**config.mk**
```make
export PLATFORM = sky130hd
export DESIGN_NAME = cell_update_packet_parser_unit
export DESIGN_NICKNAME = d
export VERILOG_FILES = /design/src/sv/cupp_pkg.sv /design/src/sv/cupp_parser.sv /design/src/sv/cell_update_packet_parser_unit.sv
export SDC_FILE = /design/constraint.sdc
export NUM_CORES = 1
export LEC_CHECK = 0
export ABC_AREA = 0
export BUFFER_PORTS_ARGS = -buffer_cell sky130_fd_sc_hd__buf_2
export CORE_MARGIN = 4
export CORE_UTILIZATION = 40
export DETAILED_ROUTE_END_ITERATION = 8
export GPL_TIMING_DRIVEN = 0
export MAX_ROUTING_LAYER = met4
export PLACE_DENSITY = 0.59
export SLEW_MARGIN = 5
export SYNTH_ARGS = -nofsm -noshare
export SYNTH_HDL_FRONTEND = slang
export SYNTH_SLANG_ARGS = --single-unit
```
**constraint.sdc**
```tcl
create_clock -name clk -period 19.8 [get_ports clk]
set_clock_uncertainty 0.05 [all_clocks]
set_input_delay 0.99 -clock clk [delete_from_list [all_inputs] [get_ports clk]]
set_output_delay 0.99 -clock clk [all_outputs]
set_load 0.02 [all_outputs]
```
**src/sv/cupp_pkg.sv**
```systemverilog
`timescale 1ns / 1ps
// ----------------------------------------------------------------------------
// cupp_pkg
// Types and constants shared by the cell update packet parser modules.
// ----------------------------------------------------------------------------
package cupp_pkg;

  localparam int unsigned IN_DATA_W  = 40;
  localparam int unsigned OUT_DATA_W = 128;

  typedef enum logic [3:0] {
    PH_HEADER = 4'd0,
    PH_OWNER  = 4'd1,
    PH_CELL   = 4'd2,
    PH_XPOS   = 4'd3,
    PH_YPOS   = 4'd4,
    PH_SIZE   = 4'd5,
    PH_FLAGS  = 4'd6,
    PH_DCOUNT = 4'd7,
    PH_DID    = 4'd8,
    PH_ECOUNT = 4'd9,
    PH_EPREY  = 4'd10,
    PH_EEATER = 4'd11,
    PH_IDLE   = 4'd15
  } phase_t;

  typedef enum logic [1:0] {
    KIND_UPDATE  = 2'd0,
    KIND_DESTROY = 2'd1,
    KIND_EAT     = 2'd2,
    KIND_END     = 2'd3
  } kind_t;

  localparam logic [4:0] HDR_TYPE_OWNER = 5'h01;
  localparam logic [3:0] HDR_TYPE_FORCE = 4'h4;
  localparam logic [7:0] FLAG_LIMIT     = 8'h0f;

  typedef struct packed {
    kind_t              kind;
    logic [7:0]         header;
    logic [15:0]        owner;
    logic [15:0]        cell_id;
    logic signed [15:0] pos_x;
    logic signed [15:0] pos_y;
    logic [15:0]        size;
    logic [7:0]         flags;
    logic signed [31:0] order_tag;
    logic               eop;
  } rec_t;

endpackage

```
**src/sv/cupp_parser.sv**
```systemverilog
`timescale 1ns / 1ps
// ----------------------------------------------------------------------------
// cupp_parser
// Parse state and field assembly; decodes one packet byte per step.
// ----------------------------------------------------------------------------
module cupp_parser (
  input  logic               clk,
  input  logic               rst_n,
  input  logic               step,
  input  logic [7:0]         data_byte,
  input  logic               packet_start,
  input  logic signed [31:0] order_tag_in,
  output logic               emit,
  output cupp_pkg::rec_t     rec
);

  cupp_pkg::phase_t   phase_r, phase_nxt;
  logic               pend_v_r, pend_v_nxt;
  logic [7:0]         pend_b_r, pend_b_nxt;
  logic [7:0]         hdr_r, hdr_nxt;
  logic [15:0]        owner_r, owner_nxt;
  logic [15:0]        cell_r, cell_nxt;
  logic [15:0]        x_r, x_nxt;
  logic [15:0]        y_r, y_nxt;
  logic [15:0]        size_r, size_nxt;
  logic [7:0]         flags_r, flags_nxt;
  logic [15:0]        left_r, left_nxt;
  logic signed [31:0] tag_r, tag_nxt;

  cupp_pkg::phase_t   ph;
  logic               full;
  logic [15:0]        word;
  logic [15:0]        left_dec;
  cupp_pkg::phase_t   after;

  // Next present update field; PH_HEADER means the record is complete.
  function automatic cupp_pkg::phase_t next_field(input cupp_pkg::phase_t done,
                                                  input logic [7:0] hdr);
    cupp_pkg::phase_t p;
    p = cupp_pkg::PH_HEADER;
    if (hdr[7]) begin
      p = cupp_pkg::PH_FLAGS;
    end
    if (!hdr[6] && done != cupp_pkg::PH_SIZE) begin
      p = cupp_pkg::PH_SIZE;
    end
    if (done == cupp_pkg::PH_XPOS) begin
      p = cupp_pkg::PH_YPOS;
    end else if (done == cupp_pkg::PH_CELL && !hdr[5]) begin
      p = cupp_pkg::PH_XPOS;
    end
    if (done == cupp_pkg::PH_FLAGS) begin
      p = cupp_pkg::PH_HEADER;
    end
    return p;
  endfunction

  always_comb begin
    phase_nxt  = phase_r;
    pend_v_nxt = pend_v_r;
    pend_b_nxt = pend_b_r;
    hdr_nxt    = hdr_r;
    owner_nxt  = owner_r;
    cell_nxt   = cell_r;
    x_nxt      = x_r;
    y_nxt      = y_r;
    size_nxt   = size_r;
    flags_nxt  = flags_r;
    left_nxt   = left_r;
    tag_nxt    = tag_r;
    emit       = 1'b0;
    rec        = '0;
    after      = cupp_pkg::PH_HEADER;

    // A start byte restarts the packet and drops any half-collected value.
    ph   = packet_start ? cupp_pkg::PH_HEADER : phase_r;
    full = packet_start ? 1'b0 : pend_v_r;
    if (packet_start) begin
      tag_nxt    = order_tag_in;
      pend_v_nxt = 1'b0;
    end
    word     = {pend_b_r, data_byte};
    left_dec = left_r - 16'd1;

    case (ph)
      cupp_pkg::PH_HEADER: begin
        if (data_byte == 8'd0) begin
          phase_nxt = cupp_pkg::PH_DCOUNT;
        end else begin
          hdr_nxt   = data_byte;
          owner_nxt = '0;
          cell_nxt  = '0;
          x_nxt     = '0;
          y_nxt     = '0;
          size_nxt  = '0;
          flags_nxt = '0;
          phase_nxt = (data_byte[4:0] == cupp_pkg::HDR_TYPE_OWNER) ?
                      cupp_pkg::PH_OWNER : cupp_pkg::PH_CELL;
        end
      end
      cupp_pkg::PH_OWNER: begin
        pend_v_nxt = !full;
        pend_b_nxt = data_byte;
        if (full) begin
          owner_nxt = word;
          phase_nxt = cupp_pkg::PH_CELL;
        end
      end
      cupp_pkg::PH_CELL, cupp_pkg::PH_XPOS, cupp_pkg::PH_YPOS, cupp_pkg::PH_SIZE,
      cupp_pkg::PH_FLAGS: begin
        if (ph == cupp_pkg::PH_FLAGS) begin
          flags_nxt = data_byte;
        end else begin
          pend_v_nxt = !full;
          pend_b_nxt = data_byte;
          if (ph == cupp_pkg::PH_CELL) begin
            cell_nxt = full ? word : cell_r;
          end else if (ph == cupp_pkg::PH_XPOS) begin
            x_nxt = full ? word : x_r;
          end else if (ph == cupp_pkg::PH_YPOS) begin
            y_nxt = full ? word : y_r;
          end else begin
            size_nxt = full ? word : size_r;
          end
        end
        if (full || ph == cupp_pkg::PH_FLAGS) begin
          after     = next_field(ph, hdr_r);
          phase_nxt = after;
          if (after == cupp_pkg::PH_HEADER) begin
            emit          = 1'b1;
            rec.kind      = cupp_pkg::KIND_UPDATE;
            rec.header    = hdr_r;
            rec.owner     = owner_nxt;
            rec.cell_id   = cell_nxt;
            rec.pos_x     = x_nxt;
            rec.pos_y     = y_nxt;
            rec.size      = size_nxt;
            rec.flags     = flags_nxt;
            if (hdr_r[3:0] == cupp_pkg::HDR_TYPE_FORCE ||
                flags_nxt > cupp_pkg::FLAG_LIMIT) begin
              rec.flags[0] = 1'b1;
            end
          end
        end
      end
      cupp_pkg::PH_DCOUNT: begin
        pend_v_nxt = !full;
        pend_b_nxt = data_byte;
        if (full) begin
          left_nxt  = word;
          phase_nxt = (word == 16'd0) ? cupp_pkg::PH_ECOUNT : cupp_pkg::PH_DID;
        end
      end
      cupp_pkg::PH_DID: begin
        pend_v_nxt = !full;
        pend_b_nxt = data_byte;
        if (full) begin
          emit        = 1'b1;
          rec.kind    = cupp_pkg::KIND_DESTROY;
          rec.cell_id = word;
          left_nxt    = left_dec;
          if (left_dec == 16'd0) begin
            phase_nxt = cupp_pkg::PH_ECOUNT;
          end
        end
      end
      cupp_pkg::PH_ECOUNT: begin
        pend_v_nxt = !full;
        pend_b_nxt = data_byte;
        if (full) begin
          if (word == 16'd0) begin
            emit      = 1'b1;
            rec.kind  = cupp_pkg::KIND_END;
            rec.eop   = 1'b1;
            phase_nxt = cupp_pkg::PH_IDLE;
          end else begin
            left_nxt  = word;
            phase_nxt = cupp_pkg::PH_EPREY;
          end
        end
      end
      cupp_pkg::PH_EPREY: begin
        pend_v_nxt = !full;
        pend_b_nxt = data_byte;
        if (full) begin
          cell_nxt  = word;
          phase_nxt = cupp_pkg::PH_EEATER;
        end
      end
      cupp_pkg::PH_EEATER: begin
        pend_v_nxt = !full;
        pend_b_nxt = data_byte;
        if (full) begin
          emit        = 1'b1;
          left_nxt    = left_dec;
          rec.kind    = cupp_pkg::KIND_EAT;
          rec.owner   = word;
          rec.cell_id = cell_r;
          rec.eop     = (left_dec == 16'd0);
          phase_nxt   = (left_dec == 16'd0) ? cupp_pkg::PH_IDLE : cupp_pkg::PH_EPREY;
        end
      end
      default: begin
        phase_nxt = cupp_pkg::PH_IDLE;
      end
    endcase

    rec.order_tag = tag_nxt;
  end

  always_ff @(posedge clk) begin
    if (!rst_n) begin
      phase_r  <= cupp_pkg::PH_IDLE;
      pend_v_r <= 1'b0;
    end else if (step) begin
      phase_r  <= phase_nxt;
      pend_v_r <= pend_v_nxt;
    end
  end

  always_ff @(posedge clk) begin
    if (step) begin
      pend_b_r <= pend_b_nxt;
      hdr_r    <= hdr_nxt;
      owner_r  <= owner_nxt;
      cell_r   <= cell_nxt;
      x_r      <= x_nxt;
      y_r      <= y_nxt;
      size_r   <= size_nxt;
      flags_r  <= flags_nxt;
      left_r   <= left_nxt;
      tag_r    <= tag_nxt;
    end
  end

endmodule

```
**src/sv/cell_update_packet_parser_unit.sv**
```systemverilog
`timescale 1ns / 1ps
// ----------------------------------------------------------------------------
// cell_update_packet_parser_unit
// Byte-stream parser for cell update packets: update, destroy and eat records.
// ----------------------------------------------------------------------------
// Registers: a record's last byte word passes the input register, then the record
// is written to the result register (one input register, one result register).
// Throughput: one byte word per cycle, sustained, while the output is drained.
// Reset: synchronous active-low rst_n empties both registers and puts the
// parser in its idle phase, where bytes are dropped until a packet start.
module cell_update_packet_parser_unit (
  input  logic                                clk,
  input  logic                                rst_n,
  // Input words.
  input  logic                                in_tvalid,
  output logic                                in_tready,
  // [7:0] data_byte, [39:8] order_tag_in
  input  logic [cupp_pkg::IN_DATA_W-1:0]      in_tdata,
  // [0] packet_start
  input  logic                                in_tuser,
  // Result words.
  output logic                                out_tvalid,
  input  logic                                out_tready,
  // [7:0] header_byte, [23:8] owner_id, [39:24] cell_id, [55:40] pos_x,
  // [71:56] pos_y, [87:72] cell_size, [95:88] flag_bits, [127:96] order_tag
  output logic [cupp_pkg::OUT_DATA_W-1:0]     out_tdata,
  // [1:0] record_kind
  output logic [1:0]                          out_tuser,
  // end_of_packet
  output logic                                out_tlast
);

  // Input register stage. A byte word lands here and is decoded from this register
  // against the parser state.
  logic               s1_valid_r;
  logic [7:0]         s1_byte_r;
  logic               s1_start_r;
  logic signed [31:0] s1_tag_r;

  // Result register.
  logic               out_valid_r;
  cupp_pkg::rec_t     out_rec_r;

  logic               emit;
  cupp_pkg::rec_t     rec;
  logic               out_free;
  logic               consume;

  // The result register is free when empty or being read this cycle. A byte
  // that produces no record never waits for it, so only emitting bytes stall.
  assign out_free  = !out_valid_r || out_tready;
  assign consume   = s1_valid_r && (!emit || out_free);
  assign in_tready = !s1_valid_r || consume;

  cupp_parser u_parser (
    .clk          (clk),
    .rst_n        (rst_n),
    .step         (consume),
    .data_byte    (s1_byte_r),
    .packet_start (s1_start_r),
    .order_tag_in (s1_tag_r),
    .emit         (emit),
    .rec          (rec)
  );

  always_ff @(posedge clk) begin
    if (!rst_n) begin
      s1_valid_r  <= 1'b0;
      out_valid_r <= 1'b0;
    end else begin
      if (in_tready) begin
        s1_valid_r <= in_tvalid;
      end
      if (consume && emit) begin
        out_valid_r <= 1'b1;
      end else if (out_tready) begin
        out_valid_r <= 1'b0;
      end
    end
  end

  always_ff @(posedge clk) begin
    if (in_tready && in_tvalid) begin
      s1_byte_r  <= in_tdata[7:0];
      s1_start_r <= in_tuser;
      s1_tag_r   <= in_tdata[39:8];
    end
    if (consume && emit) begin
      out_rec_r <= rec;
    end
  end

  assign out_tvalid = out_valid_r;
  assign out_tuser  = out_rec_r.kind;
  assign out_tlast  = out_rec_r.eop;
  assign out_tdata  = {out_rec_r.order_tag, out_rec_r.flags, out_rec_r.size,
                       out_rec_r.pos_y, out_rec_r.pos_x, out_rec_r.cell_id,
                       out_rec_r.owner, out_rec_r.header};

endmodule
```
# After elaboration in Yosys (flattened, before gate mapping)
# Index checks and enable logic that the tools add are counted.
# op_classes
n_addsub,1
n_mul,0
div,0
n_lt_le_gt_ge,1
n_eq_ne,26
n_shift,0
n_mux,82
bitwise_logic,1
reduce_logical,38
# op_table
operator,count
two-way mux 16 bit,23
one-hot mux 16 bit (2 select lines),5
one-hot mux 16 bit (3 select lines),3
two-way mux 98 bit,1
two-way mux 96 bit,1
two-way mux 32 bit,2
two-way mux 4 bit,14
logical NOT 16 bit,2
two-way mux 8 bit,4
one-hot mux 4 bit (8 select lines),1
one-hot mux 8 bit (2 select lines),2
"equality test 4 x 3 -> 1 bit, second input constant",5
"inequality test 2 x 1 -> 1 bit, second input constant",9
"equality test 4 bit, second input constant",4
"subtractor 16 x 1 -> 16 bit, second input constant",1
two-way mux 3 bit,5
AND reduction 3 bit,5
two-way mux 1 bit,13
AND reduction 9 bit,1
"equality test 4 x 2 -> 1 bit, second input constant",2
"greater-than comparator 8 x 4 -> 1 bit, second input constant",1
logical NOT 4 bit,2
logical NOT 8 bit,1
two-way mux 2 bit,4
other kinds (18),38
# word_totals
register_bits,331
latch_bits,0
ramBits,0
rom_bits,0
out_inout_bits,133
wordCells,176
memories,0

# Logic depth before layout (Yosys ltp)
# Gate-level depths: netlist of run 1.
# depth
ltp_word,18
mapped_depth,13
ltp_nobuf,10

# Cells and area by module
# A second synthesis of run 1 with hierarchy kept.
# unflattened
hier_cells,988
hier_area_um2,13968.4
# by_module_without_submodules
module,n_inst,cells_each,area_per_inst_um2
cupp_parser,1,804,8685.8
cell_update_packet_parser_unit,1,184,5282.6

# Worst setup path before layout of run 1
# No wires, ideal clock.
# synth_path
path_type,reg2reg
start,register u_parser.phase_r[3]
end,register out_rec_r (netlist bit out_tdata[0]) (enable)
setup_ps,665
arrival_ps,8515
path_slack_ps,10570
stages_incl_launch_ff,10
synth_period_minus_slack_ps,9230
cell_sequence,dfxtp_1 -> or2_1 -> nor3_2 -> inv_2 -> clkbuf_1 -> ha_1 -> or3_1 -> clkbuf_1 -> buf_2 -> a21oi_1
# synth_between
elab_chain_len,17
elab_cells_between_ends,29
classes_between,eq/ne: 9; mux: 10; reduce/logical: 10
# synth_rtl
element,line_no,text
start: declaration,cupp_parser.sv:17,"cupp_pkg::phase_t phase_r, phase_nxt;"
start signal: assignment,cupp_parser.sv:213,phase_r <= cupp_pkg::PH_IDLE;
start signal: assignment,cupp_parser.sv:216,phase_r <= phase_nxt;
two-way mux 4 bit *,cupp_parser.sv:76,ph = packet_start ? cupp_pkg::PH_HEADER : phase_r;
inequality test 4 x 3 -> 1 bit,cupp_parser.sv:44,if (!hdr[6] && done != cupp_pkg::PH_SIZE) begin
logical AND 1 bit,cupp_parser.sv:44,
two-way mux 3 bit,cupp_parser.sv:44,
two-way mux 3 bit,cupp_parser.sv:49,end else if (done == cupp_pkg::PH_CELL && !hdr[5]) begin
two-way mux 4 bit,cupp_parser.sv:47,if (done == cupp_pkg::PH_XPOS) begin
two-way mux 4 bit,cupp_parser.sv:52,if (done == cupp_pkg::PH_FLAGS) begin
two-way mux 4 bit,cupp_parser.sv:126,if (full || ph == cupp_pkg::PH_FLAGS) begin
two-way mux 4 bit,cupp_parser.sv:85,case (ph)
logical NOT 4 bit,cupp_parser.sv:129,if (after == cupp_pkg::PH_HEADER) begin
two-way mux 1 bit,cupp_parser.sv:129,
two-way mux 1 bit,cupp_parser.sv:126,
one-hot mux 1 bit (3 select lines) *,cupp_parser.sv:85,
logical NOT 1 bit,cell_update_packet_parser_unit.sv:52,assign consume = s1_valid_r && (!emit || out_free);
logical OR 1 bit,cell_update_packet_parser_unit.sv:52,
logical AND 1 bit,cell_update_packet_parser_unit.sv:52,
logical AND 1 bit *,cell_update_packet_parser_unit.sv:88,if (consume && emit) begin
end signal: assignment,cell_update_packet_parser_unit.sv:89,out_rec_r <= rec;
end: declaration,cell_update_packet_parser_unit.sv:42,cupp_pkg::rec_t out_rec_r;
# Mark *: on every way between the ends. The rest lies on a longest branch, timed or not. The select of a mux whose other input is x is not followed.
# A chain may end at the register's enable or synchronous reset.

# Worst setup path in the final report of run 1
# layout_path
start,register u_parser.phase_r[2]
end,register u_parser.cell_r[8] (enable)
# layout_between
elab_chain_len,17
elab_cells_between_ends,33
classes_between,eq/ne: 11; mux: 10; reduce/logical: 12
# layout_rtl
element,line_no,text
two-way mux 4 bit *,cupp_parser.sv:76,
inequality test 4 x 3 -> 1 bit,cupp_parser.sv:44,
logical AND 1 bit,cupp_parser.sv:44,
two-way mux 3 bit,cupp_parser.sv:44,
two-way mux 3 bit,cupp_parser.sv:49,
two-way mux 4 bit,cupp_parser.sv:47,
two-way mux 4 bit,cupp_parser.sv:52,
two-way mux 4 bit,cupp_parser.sv:126,
(+2 left out),n/a,
two-way mux 1 bit,cupp_parser.sv:129,
two-way mux 1 bit,cupp_parser.sv:126,
one-hot mux 1 bit (3 select lines) *,cupp_parser.sv:85,
logical NOT 1 bit *,cell_update_packet_parser_unit.sv:52,
logical OR 1 bit *,cell_update_packet_parser_unit.sv:52,
logical AND 1 bit *,cell_update_packet_parser_unit.sv:52,
via consume,cell_update_packet_parser_unit.sv:47,logic consume;
AND reduction 3 bit (no source line) *,n/a,
end signal: assignment,cupp_parser.sv:226,cell_r <= cell_nxt;
end: declaration,cupp_parser.sv:22,"logic [15:0] cell_r, cell_nxt;"
# Mark *: on every way through the listed nets, which the timed path passes. The rest lies on a longest branch. The select of a mux whose other input is x is not followed.

==> results of run 1 <==
-- cell families (layout without fill, tap and decap cells) --
logic type	Yosys count	count (layout)	synth area share (%)
mux	87	87	6.692
fa+ha+maj	3	3	0.2758
flops	331	331	72.51
simple gates	274	274	9.992
buf+inv	82	330	2.555
compound gates	132	132	7.142
xor+xnor	13	13	0.8365
other cells	0	1	0
-- power by group --
| part | total [W] | internal [W] | leakage, nW | switching, W |
|---|---|---|---|---|
| Combinational | 0.0000663 | 0.0000230 | 2.52 | 0.0000433 |
| Clock | 0.000622 | 0.000350 | 0.530 | 0.000272 |
| Sequential | 0.000795 | 0.000787 | 3.15 | 0.00000799 |
-- cell usage in the layout, fill, tap and decap left out, types with 4 or more instances in the layout --
cell and n:
sky130_fd_sc_hd__nand2b_1 4, sky130_fd_sc_hd__nand2_1 33, sky130_fd_sc_hd__a21oi_1 23, sky130_fd_sc_hd__mux2_2 32, sky130_fd_sc_hd__nand3_1 4, sky130_fd_sc_hd__edfxtp_1 324, sky130_fd_sc_hd__dfxtp_1 7, sky130_fd_sc_hd__nor3_1 13
sky130_fd_sc_hd__o21ai_0 19, sky130_fd_sc_hd__xor2_1 5, sky130_fd_sc_hd__a22o_1 48, sky130_fd_sc_hd__nor2b_1 4, sky130_fd_sc_hd__nor4_1 8, sky130_fd_sc_hd__clkbuf_1 46, sky130_fd_sc_hd__clkinv_1 7, sky130_fd_sc_hd__buf_2 194
sky130_fd_sc_hd__and2_1 10, sky130_fd_sc_hd__a31oi_1 4, sky130_fd_sc_hd__mux2i_1 55, sky130_fd_sc_hd__inv_1 14, sky130_fd_sc_hd__buf_16 6, sky130_fd_sc_hd__clkbuf_16 36, sky130_fd_sc_hd__clkinv_2 6, sky130_fd_sc_hd__o31ai_1 4
sky130_fd_sc_hd__inv_6 5, sky130_fd_sc_hd__nand4_1 5, sky130_fd_sc_hd__xnor2_1 8, sky130_fd_sc_hd__or3_1 11, sky130_fd_sc_hd__nor2_1 137, sky130_fd_sc_hd__and3_1 17
-- state kept, by name (all words and copies together), names as in the netlist, 2 cells and up --
signal	count
u_parser.hdr_r	8
u_parser.tag_r	32
u_parser.cell_r	16
s1_byte_r	8
u_parser.owner_r	16
s1_tag_r	32
u_parser.left_r	16
u_parser.y_r	16
u_parser.phase_r	4
u_parser.flags_r	8
u_parser.x_r	16
out_tuser	2
u_parser.size_r	16
u_parser.pend_b_r	8
out_tdata	128
-- worst max-delay path: cells and delay by family, from the launching register on --
kind	cells	cell delay, ns
buffers and inverters	4	1.44
and+or+nand+nor	5	1.42
AOI/OAI and AO/OA	2	0.55
adders and majority gates	1	0.41
DFF	1	0.29
-- worst max path at each step --
stage / startpoint / end / slack, ns / depth (start not counted)
floorplan: u_parser.phase_r[3]$_SDFFE_PN1P_ / out_tdata[0]$_SDFFCE_PN0P_ / 10.57 / 9
global placement: u_parser.phase_r[2]$_SDFFE_PN1P_ / out_tdata[51]$_SDFFCE_PN0P_ / 6.68 / 10
detailed placement: u_parser.phase_r[2]$_SDFFE_PN1P_ / u_parser.cell_r[10]$_DFFE_PP_ / 14.86 / 12
CTS: u_parser.phase_r[2]$_SDFFE_PN1P_ / u_parser.cell_r[7]$_DFFE_PP_ / 14.83 / 12
global route: u_parser.phase_r[2]$_SDFFE_PN1P_ / u_parser.cell_r[7]$_DFFE_PP_ / 14.92 / 12
finish: u_parser.phase_r[2]$_SDFFE_PN1P_ / u_parser.cell_r[8]$_DFFE_PP_ / 15.27 / 12
-- cell type report --
| cell class | instances | share of cell area [%] |
|---|---|---|
| clock buffers | 40 | 5.573 |
| plain buffers | 65 | 1.728 |
| flip-flops and latches | 331 | 60.06 |
| well taps | 448 | 3.411 |
| clock inverters | 21 | 1.043 |
| repair buffers | 187 | 6.807 |
| inverters | 17 | 0.3883 |
| diodes | 1 | 0.01523 |
| multi-input cells | 509 | 20.98 |
-- stage by stage --
stage               setup WS, ns  hold slack [ns]  cells
global route               14.92           0.4358   1619
detailed placement         14.86           0.4102   1557
floorplan                  10.57           0.3893    922
CTS                        14.83           0.4165   1618
finish                     15.27           0.4231   1619
global placement           6.682           0.4114   1547
-- metal layers --
metal / up-vias / GRT usage, %
met1: 4176 / 23.92
li1: 3937 / -
met5: - / -
met2: 287 / 28.31
met3: 52 / 4.631
met4: 0 / 4.306
==> out/results.txt, run 1 <==
In this run the worst path has a maximum fanout of 36. Setup violations remaining at the end of the flow were counted as 0. In the final layout, flip-flops and latches occupy 9869 um2.

The post-cts gate resize count came out at 0. The first detailed-routing pass took 5 iterations. The largest single stage delay on the critical path is 0.76 ns.

In this run the clock root is driven by a sky130_fd_sc_hd__clkbuf_16. The die is 192.5 um tall. TritonCTS built the clock tree. Library cell with the largest summed area after synthesis: sky130_fd_sc_hd__edfxtp_1. The post-synthesis sequential area ratio came out at 72.51%. The core region is 33530 um2. Endpoint arrival time on the critical path: 4.64 ns. The number of failing hold endpoints at the final stage is 0. The wire length on met2 was 15.15 mm. In this run the critical register-to-register path is captured at u_parser.cell_r[8]$_DFFE_PP_. The time the worst path needs with I/O delays and setup was 4.534 ns. Derived from the worst setup path, the maximum achievable clock frequency is 220.5 MHz. In this run the most critical hold path is launched from s1_byte_r[2]$_DFFE_PP_. In this run, the number of DRC markers left after iteration 0 of detailed routing was 779. After detailed placement, the total cell area comes to 15340 um2.

Buffers inserted during clock tree synthesis total 36. Measured against its own limit, the worst slew margin works out to 16.55%. The total non-filler cell area in the finished layout was 16430 um2; the fraction of registers with async set/reset was 0%. Worst hold path class: flop to flop. The number of fill cells came out at 2964. Synthesis produced a netlist with a net count of 970. For this run, the number of Yosys warnings is 0. The floorplan step set the die width to 192.5 um. At the end of the flow the core is filled with cells to 49.01%.

The top layer reached by signal wires is met4. In the final routing, the length of wire on met1 measures 14.44 mm. The endpoint kind of the worst setup timing path is a flop.

The number of unique standard cell types used by synthesis came out at 70. The required time of the worst setup path is 19.91 ns. The remaining design rule violation count is 0, and the share of the synthesized area in the top cell type is 71.48%. Synthesis produced 922 cells. Max-cap violations in this run came to 0. The clock-pin transition on the worst setup and hold timing paths came out at 0.06 ns. Setup total negative slack on the finished layout was measured at 0 ns.

The number of hold buffers added after CTS was 0. The run gives 1195 as the final layout net count. The number of enable-type register cells in the synthesized netlist works out to 324. The synthesized design contains 331 register bits. The initial antenna violation count is 1. The tools report the number of global-route vias before repair as 8493. For the clock latency at the later pin of the worst-skew pair, the log shows 0.53 ns. Across every metal layer, demand over resource in global routing totals 18.07%. Yosys attributes the largest share of cell area to sky130_fd_sc_hd__edfxtp_1 (71%), sky130_fd_sc_hd__mux2i_1 (4.0%), sky130_fd_sc_hd__nor2_1 (3.8%).

For hold timing, the worst endpoint is u_parser.pend_b_r[2]$_DFFE_PP_. Final worst-path cycle share: 22.90%. The detail route stage leaves a number of antenna-violating nets equal to 0.

Measured in cells, the most critical reg-to-reg path has a length of 12. After detailed routing, the average wire length per cell comes to 20.26 um. The number of buffers inserted by port buffering is 177, and the top-level I/O count is 178. The area of combinational cells with multiple inputs was 3447 um2; the worst-margin pin slew was 1.246 ns. The element type at the critical path start is a flop. The starting density of the core was 40.59%; the total die area was 37040 um2. After global routing the overflow that remains totals 0.

The startpoint identified for the worst register-to-register timing path is u_parser.phase_r[2]$_SDFFE_PN1P_. The worst supply voltage drop on vdd came out at 0.00009051 V. Walking the worst path, the cells encountered are buf_2 > nand2_1 > nor3_2 > inv_2 > clkbuf_1 > ha_1 > o31ai_4 > nand2_2 > nand2_2 > inv_2 > o21ai_0 > nor2_2.

After layout, the design draws a total of 0.001484 W. Summing every instance area after synthesis gives 13610 um2. The average instance in the mapped netlist occupies 14.76 um2.

Of the cells placed in the final design, the portion with a size suffix greater than 1 is 27.01%. The run gives 8452 as the via total after detailed routing. The tools report the wire length of the first global-routing pass as 49.73 mm. In this run the number of H-tree levels came out at 2.

In this run the post-CTS setup repair buffer count came out at 0. The most frequently used cell type in the post-synthesis netlist was sky130_fd_sc_hd__edfxtp_1. In this run the power density over the cells is 90.29 nW/um2. The worst hold path was traced through 0 stages. The detail-routed via count per cell works out to 5.221. The layout overhead on the synthesized area came out at 20.73%. The pin count of the biggest net entering global routing is 37, and the met3 routed wirelength is 2.594 mm.

The run gives 22.48 mm as the post-detailed-placement half-perimeter wirelength. The worst setup path category is flop to flop. The run finished with clean final reports. In this run the static leakage power is 6.204 nW.

Setup repair after global routing left no endpoint under its margin. Counting along the longest clock path gives a buffer depth of 3. Among all stages on the critical path, the largest delay is contributed by sky130_fd_sc_hd__nor2_2. The global placement routability congestion is 0.9447. Sorting the synthesized cells by how often they occur yields sky130_fd_sc_hd__edfxtp_1 (324), sky130_fd_sc_hd__nor2_1 (139), sky130_fd_sc_hd__mux2i_1 (55), sky130_fd_sc_hd__a22o_1 (48), sky130_fd_sc_hd__clkbuf_1 (42). The tools report the clock sink total as 331.

For the final-report max-slew violation count, the log shows 0. The dominant synthesized flop cell was sky130_fd_sc_hd__edfxtp_1. In this run the core area contains 67 standard-cell rows. The routed design has 32.80 mm of wire. The worst register-to-register path has a setup slack of 15.27 ns.
Note: power is estimated with default switching activity, not from simulation.
==> run 2, diff against run 1 <==
Settings changed: PLACE_DENSITY 0.59 to 0.61.
Clock period 19.8 ns to 4.05 ns, I/O delays scaled along.
==> out/results.txt, run 2 (synthesis gave the netlist of run 1 again) <==
The tools report the post-detailed-route count of antenna-violating nets as 0 (unchanged). The clock sink total was 331 (unchanged); the flip-flop and latch area was 9871 um2 (about the same). TritonCTS built the clock tree. The mean routed wirelength per cell was 19.92 um (-1.7%).

The worst hold path class is input pin to flop. In the layout the commonest cells are sky130_fd_sc_hd__edfxtp_1 (324), sky130_fd_sc_hd__buf_2 (192), sky130_fd_sc_hd__nor2_1 (137). Layout cell share with drive strength beyond 1: 26.95% (-0.057 points). Worst setup path category: flop to flop.

The logs give 1666 (+2.9%) for the final standard cell count with taps included and fillers excluded and 1 (unchanged) for the initial antenna violation count. Via total after detailed routing: 8685 (+2.8%). Power per standard cell area: 441.6 nW/um2 (+390%). For the endpoint arrival time on the critical path, the log shows 3.96 ns (-0.68 ns).

The depth of the CTS H-tree was 2 (unchanged). The tools report the final-report setup violation count as 0 (unchanged). The area of combinational cells with multiple inputs is 3483 um2 (+1.1%). Number of buffers inserted by port buffering: 177 (unchanged). The run gives 0.25 ns (-15.02 ns) as the minimum setup slack among reg-to-reg paths.

The total iterations of the first detailed-routing run was 5 (unchanged); the post-place setup slack was -0.7255 ns (-15.59 ns). The width of the chip was 192.5 um (unchanged); the worst-margin pin slew was 0.9571 ns (-0.2891 ns). The number of global-route vias before repair is 8610 (+1.4%). The aggregate routed wire length came out at 33.18 mm (+1.2%).

Setup repair after global routing left no endpoint under its margin. The tools report the number of failing hold endpoints at the final stage as 0 (unchanged). The largest fanout of any net on the critical path was 36 (unchanged); the clock-pin transition on the worst setup and hold timing paths was 0.07 ns (about the same).

The run finished with clean final reports. The standard cell core area is 33530 um2 (unchanged), and the flip-flop count of the largest register after layout is 128 (unchanged). For the final-report max-slew violation count, the log shows 0 (unchanged). The run gives 2870 (-3.2%) as the number of fill cells.

The required time of the worst setup path was 4.20 ns (-15.71 ns). The time the worst path needs with I/O delays and setup is 3.803 ns (-0.7317 ns). The leakage power was 6.447 nW (+3.9%); the headroom to the max-slew limit was 36.20% (+20 points).

The number of placed cells counting well taps was 1557 (unchanged). The number of buffers on the longest clock path is 3 (unchanged), and the number of core rows is 67 (unchanged). Pin count of the biggest net entering global routing: 37 (unchanged).

The reported max-cap violation count is 0 (unchanged). The total power draw is 0.007506 W (+410%). STA classifies the critical path startpoint as a flop. The y dimension of the die is 192.5 um (unchanged). The fmax is 263.0 MHz (+19%), and the wire length of the first global-routing pass is 50.33 mm (+1.2%). Final worst-path cycle share: 93.89% (+71 points). The worst setup path is captured at a flop. The tree is rooted in a sky130_fd_sc_hd__clkbuf_16. The layout overhead on the synthesized area is 24.87%, and the top-level I/O count is 178 (unchanged). For the number of buffers added by the clock tree synthesis step, the log shows 36 (unchanged).

The logs give 37040 um2 (unchanged) for the total die area and 40.59% (unchanged) for the starting density of the core. The violation count after the first detailed-routing iteration is 760 (-2.4%). The library cell used most frequently in the layout, excluding fill and tap cells, is sky130_fd_sc_hd__edfxtp_1.

The global placement routability congestion was 0.8805 (-6.8%). The run gives 0.2474 ns (-15.02 ns) as the post-layout worst setup margin. The overall overflow remaining after global route was 0 (unchanged); the remaining design rule violation count was 0 (unchanged). The detail-routed via count per cell is 5.213 (-0.14%). The logs give 22.19 mm (-1.3%) for the post-detailed-placement half-perimeter wirelength and 0.0003423 V (+280%) for the worst supply voltage drop on vdd. The total routing usage reported by global routing came out at 18.20% (+0.14 points).

The final layout net count came out at 1239 (+3.7%). The run gives 0.53 ns (about the same) as the clock latency at the later pin of the worst-skew pair.
## run 2: per-layer routing
metal / vias to the layer above / GRT usage [%] / share of wire (%)
met5: - / - / 0
met4: 0 / 4.388 / 2.0
met3: 52 / 4.124 / 7.7
met2: 347 / 29.52 / 48
met1: 4253 / 23.56 / 43
li1: 4033 / - / -
## run 2: area by class of cell
class,count,share of cell area [%]
multi-input cells,509,20.49
repair buffers,231,9.025
clock buffers,37,5.322
diodes,1,0.01472
flip-flops and latches,331,58.07
well taps,448,3.298
plain buffers,65,1.796
clock inverters,27,1.568
inverters,17,0.4122
## run 2: where the power goes
| group | switching, W | leakage [nW] | internal (W) | total, W |
|---|---|---|---|---|
| Clock | 0.00135 | 0.575 | 0.00190 | 0.00325 |
| Combinational | 0.000223 | 2.72 | 0.000145 | 0.000368 |
| Sequential | 0.0000383 | 3.15 | 0.00385 | 0.00389 |
| Total | 0.00161 | 6.45 | 0.00589 | 0.00751 |
## run 2: through the flow
step	cell area (um2)	util (%)	hold WS [ns]	setup TNS [ns]
6_report	17000	50.69	0.009971	0
5_1_grt	17000	50.69	0.03393	0
4_1_cts	16990	50.66	0.004385	0
3_5_place_dp	15370	45.84	0.3306	-21.55
3_3_place_gp	15140	45.15	0.3301	-329.24
2_1_floorplan	13690	-	0.2514	-52.04
## run 2: critical path, cell delays in order (launching register included)
cell and delay, ns:
sky130_fd_sc_hd__edfxtp_1 0.32, sky130_fd_sc_hd__clkbuf_1 0.54, sky130_fd_sc_hd__nor4_1 0.12, sky130_fd_sc_hd__nand4_1 0.29, sky130_fd_sc_hd__a211o_1 0.30, sky130_fd_sc_hd__o31ai_4 0.14, sky130_fd_sc_hd__nand2_2 0.09, sky130_fd_sc_hd__nand2_2 0.18
sky130_fd_sc_hd__inv_6 0.36, sky130_fd_sc_hd__o21ai_0 0.34, sky130_fd_sc_hd__a21oi_4 0.45, sky130_fd_sc_hd__buf_12 0.25
## run 2: path summary, 6_finish.rpt
kind | cells after the start | end | from
max | 11 | u_parser.size_r[15]$_SDFFCE_PP0P_ | u_parser.pend_b_r[4]$_DFFE_PP_
min | 4 | out_tvalid$_SDFFE_PN0P_ | out_tready
max reg2reg | 11 | u_parser.size_r[15]$_SDFFCE_PP0P_ | u_parser.pend_b_r[4]$_DFFE_PP_
min reg2reg | 0 | u_parser.pend_b_r[2]$_DFFE_PP_ | s1_byte_r[2]$_DFFE_PP_
## run 2: timing repair
item / 4_1_cts / 5_1_grt
setup endpoints to repair: 66 / 50
pin swaps: 1 / 0
cloned: 0 / 0
resized for setup: 3 / 3
setup buffers: 1 / 0
hold buffers: 43 / 0
endpoints found under the hold margin: 43 / 0
